`config.mk`:
```
export PLATFORM = sky130hd
export DESIGN_NAME = arp_cache_with_expiry
export DESIGN_NICKNAME = d
export VERILOG_FILES = /design/src/design/arpc_pkg.sv /design/src/design/arpc_ram.sv /design/src/design/arpc_cmp.sv /design/src/design/arpc_seq.sv /design/src/design/arp_cache_with_expiry.sv
export SDC_FILE = /design/constraint.sdc
export NUM_CORES = 2
export LEC_CHECK = 0
export BUFFER_PORTS_ARGS = -buffer_cell sky130_fd_sc_hd__buf_4
export CAP_MARGIN = 20
export CORE_UTILIZATION = 56
export CTS_CLUSTER_DIAMETER = 30
export DETAILED_ROUTE_END_ITERATION = 7
export PLACE_DENSITY = 0.76
export SYNTH_ARGS = -nofsm -noshare
export SYNTH_HDL_FRONTEND = slang
export SYNTH_HIERARCHICAL = 1
export SYNTH_SLANG_ARGS = --single-unit
```
`constraint.sdc`:
```
create_clock -name clk -period 11 [get_ports clk]
set_input_delay 1.65 -clock clk [delete_from_list [all_inputs] [get_ports clk]]
set_output_delay 1.65 -clock clk [all_outputs]
set_load 0.01 [all_outputs]
```
`src/design/arpc_pkg.sv`:
```
// Shared types and constants for the ARP cache with expiry.
// Used by arpc_cmp, arpc_seq and the top module; depends on nothing else.
package arpc_pkg;

  // Store geometry
  localparam int ENTRIES = 8;
  localparam int IDX_W   = $clog2(ENTRIES);
  localparam int CNT_W   = $clog2(ENTRIES + 1);
  localparam int SLOT_W  = 3;

  // Operation kinds
  localparam logic [1:0] KIND_LOOKUP   = 2'd0;
  localparam logic [1:0] KIND_REMEMBER = 2'd1;
  localparam logic [1:0] KIND_CLEAR    = 2'd2;

  // Register map
  localparam int          PADDR_W      = 3;
  localparam logic        REG_LIFETIME = 1'b0;
  localparam logic [31:0] LIFETIME_RST = 32'd60000;

  typedef struct packed {
    logic [1:0]  kind;
    logic [31:0] ip_address;
    logic [47:0] hw_address;
    logic [63:0] now_ms;
  } in_word_t;

  typedef struct packed {
    logic              hit;
    logic [47:0]       found_mac;
    logic [SLOT_W-1:0] slot;
  } out_word_t;

  typedef struct packed {
    logic [31:0] ip;
    logic [47:0] mac;
    logic [63:0] expiry;
  } entry_t;

  localparam int ENTRY_W = $bits(entry_t);

  typedef enum logic [1:0] {
    ST_IDLE,
    ST_SCAN,
    ST_WRITE,
    ST_DONE
  } state_t;

  // Sequencer to datapath
  typedef struct packed {
    logic             accept;
    logic             rd_en;
    logic [IDX_W-1:0] rd_addr;
    logic             cmp_vld;
    logic [IDX_W-1:0] cmp_idx;
    logic             wr_en;
    logic             out_load;
  } seq_ctrl_t;

  // Datapath to sequencer
  typedef struct packed {
    logic stop;
    logic remember;
  } seq_stat_t;

  // Shared compare unit result
  typedef struct packed {
    logic ip_eq;
    logic lt;
  } cmp_res_t;

endpackage

```
`src/design/arpc_ram.sv`:
```
// Generic single-write, single-read RAM with registered read data.
// Stand-alone; no package needed.
module arpc_ram #(
  parameter int WIDTH = 8,
  parameter int DEPTH = 8
) (
  input  logic                     clk,
  input  logic                     wr_en,
  input  logic [$clog2(DEPTH)-1:0] wr_addr,
  input  logic [WIDTH-1:0]         wr_data,
  input  logic                     rd_en,
  input  logic [$clog2(DEPTH)-1:0] rd_addr,
  output logic [WIDTH-1:0]         rd_data
);

  logic [WIDTH-1:0] mem_r [DEPTH];

  // write port
  always_ff @(posedge clk) begin
    if (wr_en) begin
      mem_r[wr_addr] <= wr_data;
    end
  end

  // registered read port
  always_ff @(posedge clk) begin
    if (rd_en) begin
      rd_data <= mem_r[rd_addr];
    end
  end

endmodule

```
`src/design/arpc_cmp.sv`:
```
// Shared compare unit: address equality and 64-bit unsigned less-than.
// Uses arpc_pkg for the result type.
module arpc_cmp (
  input  logic [31:0]       ip_a,
  input  logic [31:0]       ip_b,
  input  logic [63:0]       val_a,
  input  logic [63:0]       val_b,
  output arpc_pkg::cmp_res_t res
);

  // one equality and one magnitude compare per cycle
  always_comb begin
    res.ip_eq = (ip_a == ip_b);
    res.lt    = (val_a < val_b);
  end

endmodule

```
`src/design/arpc_seq.sv`:
```
// Sequencer: walks the store one entry per cycle through the compare unit.
// Uses arpc_pkg for states, control and status structs.
module arpc_seq (
  input  logic                 clk,
  input  logic                 rst_n,
  input  logic                 in_valid,
  input  logic [1:0]           in_kind,
  input  arpc_pkg::seq_stat_t  stat,
  input  logic                 out_free,
  output logic                 in_stall,
  output arpc_pkg::seq_ctrl_t  ctrl
);

  arpc_pkg::state_t                state_r, state_nxt;
  logic [arpc_pkg::CNT_W-1:0]      scan_idx_r, scan_idx_nxt;
  logic                            cmp_vld_r, cmp_vld_nxt;
  logic [arpc_pkg::IDX_W-1:0]      cmp_idx_r, cmp_idx_nxt;
  logic                            issue;
  logic                            last;
  logic                            scan_kind;

  assign scan_kind = (in_kind == arpc_pkg::KIND_LOOKUP) ||
                     (in_kind == arpc_pkg::KIND_REMEMBER);
  assign issue = (state_r == arpc_pkg::ST_SCAN) &&
                 (scan_idx_r < arpc_pkg::CNT_W'(arpc_pkg::ENTRIES));
  assign last  = cmp_vld_r &&
                 (stat.stop ||
                  (cmp_idx_r == arpc_pkg::IDX_W'(arpc_pkg::ENTRIES - 1)));

  // next state
  always_comb begin
    state_nxt = state_r;
    case (state_r)
      arpc_pkg::ST_IDLE: begin
        if (in_valid) begin
          state_nxt = scan_kind ? arpc_pkg::ST_SCAN : arpc_pkg::ST_DONE;
        end
      end
      arpc_pkg::ST_SCAN: begin
        if (last) begin
          state_nxt = stat.remember ? arpc_pkg::ST_WRITE : arpc_pkg::ST_DONE;
        end
      end
      arpc_pkg::ST_WRITE: state_nxt = arpc_pkg::ST_DONE;
      arpc_pkg::ST_DONE: begin
        if (out_free) begin
          state_nxt = arpc_pkg::ST_IDLE;
        end
      end
      default: state_nxt = arpc_pkg::ST_IDLE;
    endcase
  end

  // scan counters
  always_comb begin
    scan_idx_nxt = scan_idx_r;
    cmp_vld_nxt  = 1'b0;
    cmp_idx_nxt  = cmp_idx_r;
    if (state_r == arpc_pkg::ST_IDLE) begin
      scan_idx_nxt = '0;
    end else if (state_r == arpc_pkg::ST_SCAN) begin
      cmp_vld_nxt  = issue && !last;
      cmp_idx_nxt  = scan_idx_r[arpc_pkg::IDX_W-1:0];
      scan_idx_nxt = scan_idx_r + arpc_pkg::CNT_W'(issue);
    end
  end

  // outputs
  always_comb begin
    in_stall      = (state_r != arpc_pkg::ST_IDLE);
    ctrl.accept   = (state_r == arpc_pkg::ST_IDLE) && in_valid;
    ctrl.rd_en    = issue;
    ctrl.rd_addr  = scan_idx_r[arpc_pkg::IDX_W-1:0];
    ctrl.cmp_vld  = cmp_vld_r;
    ctrl.cmp_idx  = cmp_idx_r;
    ctrl.wr_en    = (state_r == arpc_pkg::ST_WRITE);
    ctrl.out_load = (state_r == arpc_pkg::ST_DONE) && out_free;
  end

  always_ff @(posedge clk) begin
    if (!rst_n) begin
      state_r    <= arpc_pkg::ST_IDLE;
      scan_idx_r <= '0;
      cmp_vld_r  <= 1'b0;
      cmp_idx_r  <= '0;
    end else begin
      state_r    <= state_nxt;
      scan_idx_r <= scan_idx_nxt;
      cmp_vld_r  <= cmp_vld_nxt;
      cmp_idx_r  <= cmp_idx_nxt;
    end
  end

endmodule

```
`src/design/arp_cache_with_expiry.sv`:
```
// ARP cache with expiry: maps IPv4 addresses to MAC addresses in an eight-entry
// store, each entry with a 64-bit expiry in milliseconds. A word is taken only
// while the block is idle. Lookup and remember scan the store one entry per
// cycle through a single shared compare unit, behind a RAM with registered read
// data. A lookup ends its scan early on a hit, a remember then writes its entry,
// and clear or an unused kind skips the scan. Reset and clear empty the store at
// once through per-entry valid bits, so no clearing pass is needed.
// The result register lets a new word be accepted while a result waits.
// Depends on arpc_pkg, arpc_ram, arpc_cmp and arpc_seq.
module arp_cache_with_expiry (
  input  logic                           clk,
  input  logic                           rst_n,
  // input channel
  input  logic                           in_valid,
  output logic                           in_stall,
  input  arpc_pkg::in_word_t             in_data,
  // result channel
  output logic                           out_valid,
  input  logic                           out_stall,
  output arpc_pkg::out_word_t            out_data,
  // configuration port
  input  logic                           psel,
  input  logic                           penable,
  input  logic                           pwrite,
  input  logic [arpc_pkg::PADDR_W-1:0]   paddr,
  input  logic [31:0]                    pwdata,
  output logic [31:0]                    prdata,
  output logic                           pready
);

  arpc_pkg::seq_ctrl_t              ctrl;
  arpc_pkg::seq_stat_t              stat;
  arpc_pkg::cmp_res_t               cmp;
  arpc_pkg::in_word_t               req_r;
  arpc_pkg::entry_t                 rd_entry;
  arpc_pkg::entry_t                 cur;
  arpc_pkg::entry_t                 wr_entry;
  arpc_pkg::out_word_t              out_data_r;
  logic [arpc_pkg::ENTRY_W-1:0]     rd_data;
  logic [arpc_pkg::ENTRIES-1:0]     valid_r, valid_nxt;
  logic [31:0]                      lifetime_r;
  logic [64:0]                      exp_sum;
  logic [63:0]                      exp_new_r;
  logic [63:0]                      min_exp_r;
  logic [arpc_pkg::IDX_W-1:0]       best_r;
  logic                             hit_r;
  logic [47:0]                      mac_r;
  logic [arpc_pkg::SLOT_W-1:0]      slot_r;
  logic                             out_valid_r, out_valid_nxt;
  logic                             out_free;
  logic                             is_lookup;
  logic [63:0]                      cmp_a, cmp_b;
  logic                             cfg_wr;

  // configuration register
  assign pready = 1'b1;
  assign cfg_wr = psel && penable && pwrite &&
                  (paddr[arpc_pkg::PADDR_W-1] == arpc_pkg::REG_LIFETIME);
  assign prdata = (paddr[arpc_pkg::PADDR_W-1] == arpc_pkg::REG_LIFETIME) ?
                  lifetime_r : 32'd0;

  always_ff @(posedge clk) begin
    if (!rst_n) begin
      lifetime_r <= arpc_pkg::LIFETIME_RST;
    end else if (cfg_wr) begin
      lifetime_r <= pwdata;
    end
  end

  // sequencer
  assign out_free = !out_valid_r || !out_stall;

  arpc_seq u_seq (
    .clk      (clk),
    .rst_n    (rst_n),
    .in_valid (in_valid),
    .in_kind  (in_data.kind),
    .stat     (stat),
    .out_free (out_free),
    .in_stall (in_stall),
    .ctrl     (ctrl)
  );

  // entry store
  assign wr_entry.ip     = req_r.ip_address;
  assign wr_entry.mac    = req_r.hw_address;
  assign wr_entry.expiry = exp_new_r;

  arpc_ram #(
    .WIDTH (arpc_pkg::ENTRY_W),
    .DEPTH (arpc_pkg::ENTRIES)
  ) u_store (
    .clk     (clk),
    .wr_en   (ctrl.wr_en),
    .wr_addr (best_r),
    .wr_data (wr_entry),
    .rd_en   (ctrl.rd_en),
    .rd_addr (ctrl.rd_addr),
    .rd_data (rd_data)
  );

  // an entry never written since reset or clear reads as zero
  assign rd_entry = rd_data;
  assign cur      = valid_r[ctrl.cmp_idx] ? rd_entry : '0;

  // shared compare: now < expiry for lookup, expiry < running minimum otherwise
  assign is_lookup = (req_r.kind == arpc_pkg::KIND_LOOKUP);
  assign cmp_a     = is_lookup ? req_r.now_ms : cur.expiry;
  assign cmp_b     = is_lookup ? cur.expiry : min_exp_r;

  arpc_cmp u_cmp (
    .ip_a  (cur.ip),
    .ip_b  (req_r.ip_address),
    .val_a (cmp_a),
    .val_b (cmp_b),
    .res   (cmp)
  );

  assign stat.remember = (req_r.kind == arpc_pkg::KIND_REMEMBER);
  assign stat.stop     = ctrl.cmp_vld && cmp.ip_eq && (!is_lookup || cmp.lt);

  // saturating expiry for remember
  assign exp_sum = {1'b0, in_data.now_ms} + {33'd0, lifetime_r};

  // request and scan registers
  always_ff @(posedge clk) begin
    if (ctrl.accept) begin
      req_r     <= in_data;
      exp_new_r <= exp_sum[64] ? '1 : exp_sum[63:0];
      min_exp_r <= '1;
      best_r    <= '0;
      hit_r     <= 1'b0;
      mac_r     <= '0;
      slot_r    <= '0;
    end else if (ctrl.cmp_vld) begin
      if (is_lookup) begin
        if (stat.stop) begin
          hit_r  <= 1'b1;
          mac_r  <= cur.mac;
          slot_r <= arpc_pkg::SLOT_W'(ctrl.cmp_idx);
        end
      end else if (cmp.ip_eq) begin
        best_r <= ctrl.cmp_idx;
      end else if (cmp.lt) begin
        best_r    <= ctrl.cmp_idx;
        min_exp_r <= cur.expiry;
      end
    end else if (ctrl.wr_en) begin
      slot_r <= arpc_pkg::SLOT_W'(best_r);
    end
  end

  // entry valid bits
  always_comb begin
    valid_nxt = valid_r;
    if (ctrl.accept && (in_data.kind == arpc_pkg::KIND_CLEAR)) begin
      valid_nxt = '0;
    end else if (ctrl.wr_en) begin
      valid_nxt[best_r] = 1'b1;
    end
  end

  // result register
  assign out_valid_nxt = ctrl.out_load || (out_valid_r && out_stall);

  always_ff @(posedge clk) begin
    if (!rst_n) begin
      valid_r     <= '0;
      out_valid_r <= 1'b0;
    end else begin
      valid_r     <= valid_nxt;
      out_valid_r <= out_valid_nxt;
    end
  end

  always_ff @(posedge clk) begin
    if (ctrl.out_load) begin
      out_data_r.hit       <= hit_r;
      out_data_r.found_mac <= mac_r;
      out_data_r.slot      <= slot_r;
    end
  end

  assign out_valid = out_valid_r;
  assign out_data  = out_data_r;

endmodule

```
==> results.toml <==
[outcome]
status = "complete, no violations"

[drt]
routed_wl_um = 161000
final_antenna_net_count = 0
viasPerCell = 6.06
route.vias.total = 38200
avgRoutedWirePerCell_um = 25.6
first_pass_iters = 6
drt_iter0_drc = 3712
drc = 0

[floorplanning]
die_y_um = 352
dieWidth_um = 352
core-area_mm2 = 0.122
row_count = 128
die-area_mm2 = 0.124
ios = 275
start_util_pct = 56.4

[final_layout]
fill_cells = 7455
final_cells = 6302
final_common_cell = "edfxtp_1"
layout-drive-gt1-share_pct = 28.9
nNetsFinal = 4705
area_delta_synth_final_pct = 21.6
mostFrequentLayoutCells = "edfxtp_1 (1558), nand2_1 (411), clkbuf_16 (341), buf_4 (324), mux4_2 (290)"

[flow_run]
drv_cap = 0

[synthesis]
synth_area_leaders = "edfxtp_1 (68%), mux4_2 (9.5%), dfxtp_1 (5.0%)"
yosysWarnings = 6
synthCells = 3948
synth_top_area_share_pct = 68.1
ys_ff_latch = 1728
ys_types = 74
async_reset_ff_share_pct = 0
synth-main-ff-cell = "edfxtp_1"
synth_area_mm2 = 0.0687
ys_seq_area_share_pct = 73.1
synth-edff-count = 1558
yosys.area.top_type = "edfxtp_1"
syn_avg_cell_area_um2 = 17.4
syn_nets = 4240

[sta]
finalSetupViolations = 0
fin_crit_sh_pct = 54.5
report.final.slew_viol_count = 0
rsz0062_at_grt = "false"
period_needed_ns = 6.00
fin_worst_skew_ns = 0.0893
fmax_mhz = 167
setup_tns_ns = 0
final_hold_viol_count = 0
worst_pin_slew_ns = 1.14
slew_headroom_pct = 23.8

[clocking]
worst_skew_pair.late_latency_ns = 0.91
clockRootBuffer = "clkbuf_16"
clk_pin_slew_ns = 0.05
htree_levels = 5
cts.sinks = 1728
cts.repair.resized = 0
clockBufferDepth = 4
cts_hold_buf = 0
postCtsSetupBuffers = 0
numCtsBuffers = 333
cts_tree = "built"

[placed_design]
hpwlAfterDp_um = 83200
numPlacedInstances = 5702
port_buffers = 271
gp_congestion = 0.890

[critical_path]
r2r_cells = 17
reg2reg_slack_ns = 5.00
cp.depth = 17
worst-setup-path-type = "reg -> reg"
critical_path.max_fanout = 144
crit_buf_inv = 4
crit_path_start_kind = "flop"
cpMostUsedCell = "buf_4"
crit_chain = "mux4_2 > mux2_4 > buf_12 > nand2_1 > o21ai_0 > inv_1 > ha_1 > nand4_1 > nor3_1 > nand3_1 > o221ai_1 > a221oi_2 > nand4b_1 > buf_4 > buf_4 > nor2_1 > a211o_1"
crit_arrival_ns = 6.71
cp.required_ns = 11.71
timing.rr.start = "u_seq/cmp_idx_r[0]"
path_delay_family = "buffers and inverters"
crit_slowest_cell = "buf_4"
rr_endpoint = "min_exp_r[34]"
cp_slowest_stage_delay_ns = 0.74
cp-end-kind = "flop"

[power_and_ir_drop]
cellPowerDensity_mw_per_mm2 = 242
p_leak_nw = 28.8
peakVddDrop_mv = 0.234

[worst_hold_path]
hold-path-cell-count = 0
whs_endpoint = "out_data[8]"
hp-class = "reg -> reg"
holdCritStartpoint = "mac_r[5]"

[grt]
grtUsageTotal_pct = 26.0
grt_start_max_net_pins = 145
grt_pass1_wl_um = 242000
antenna_found_initial = 13
grt-ovfl-total = 0
grt_pass1_vias = 39600
logic make-up (layout without fill, tap and decap cells):
family                   after synthesis  count (layout)  share of synthesized area, %
flip-flops                          1728            1728                          73.1
AND/OR/NAND/NOR                      828             828                          5.48
multiplexers                         458             458                          12.2
buffers and inverters                278             999                          1.90
XOR/XNOR                              72              72                         0.918
other                                  1               9                       0.00546
adder cells (fa/ha/maj)              104             104                          1.91
AO/OA/AOI/OAI                        479             479                          4.44
cells in the mapped netlist (15+ instances only):
cell type and instances:
o21ai_0 168, dfxtp_1 170, nand2b_1 15, and3_1 16, mux4_2 290, xor2_1 46
edfxtp_1 1558, ha_1 103, a21oi_1 126, nand3_1 82, a211oi_1 15, clkbuf_1 123
buf_6 26, nand4_1 25, nor2_1 138, a211o_1 66, nand2_1 412, mux2_2 152
and2_1 43, inv_1 77, buf_2 32, a21boi_0 27, xnor2_1 26, nor2b_1 43
worst max path at each step:
stage	from	end	slack [ns]
CTS	u_seq/cmp_idx_r[0]	min_exp_r[45]	5.13
detailed placement	u_seq/cmp_idx_r[0]	min_exp_r[18]	5.14
floorplan	u_seq/state_r[0]	u_store/mem_r[7][0]	3.51
global placement	u_seq/cmp_idx_r[0]	min_exp_r[19]	5.28
finish	u_seq/cmp_idx_r[0]	min_exp_r[34]	5.00
global route	u_seq/cmp_idx_r[0]	min_exp_r[18]	4.65
metal layers:
layer  share of wire (%)  wire, um  up-vias  track usage [%]
li1                    -         -    16500                -
met3                 8.2     13100      402             5.20
met4                 3.5      5650       10             11.1
met2                  49     79700     1891             42.1
met1                  39     62600    19400             34.4
met5               0.035        57        -                0
stage by stage:
step | hold WS (ns) | util, % | area, um2 | worst slack, ns | total power [mW]
final | 0.398 | 68.6 | 83500 | 5.00 | 20.2
after global routing | 0.431 | 68.6 | 83500 | 4.65 | 20.9
after CTS | 0.408 | 68.6 | 83500 | 5.13 | 20.3
after detailed placement | 0.416 | 59.4 | 72300 | 5.14 | 10.3
after global placement | 0.412 | 59.4 | 72300 | 5.28 | 10.3
after floorplan | 0.408 | - | 68700 | 3.51 | 9.70
area by class of cell:
class | instances | area, um2 | share of cell area [%]
Antenna cell | 8 | 20.0 | 0.0240
Clock buffer | 384 | 8850 | 10.6
Clock inverter | 207 | 2270 | 2.72
Inverter | 77 | 289 | 0.346
Multi-Input combinational cell | 1942 | 17300 | 20.7
Sequential cell | 1728 | 50200 | 60.1
Tap cell | 1625 | 2030 | 2.43
Timing Repair Buffer | 331 | 2590 | 3.10
flip-flops by register name (all words and copies together) (netlist names), 3 cells and up:
name / count
slot_r: 3
u_seq/scan_idx_r: 4
lifetime_r: 32
valid_r: 8
u_store/rd_data: 144
u_seq/cmp_idx_r: 3
out_data: 52
u_store/mem_r: 1152
min_exp_r: 64
req_r: 146
best_r: 3
mac_r: 48
exp_new_r: 64
report_power, final:
part / internal, mW / switching (mW)
logic: 0.666 / 1.19
registers: 8.07 / 0.360
clock network: 6.59 / 3.36
total: 15.3 / 4.90
(Power assumes the default switching activity.)
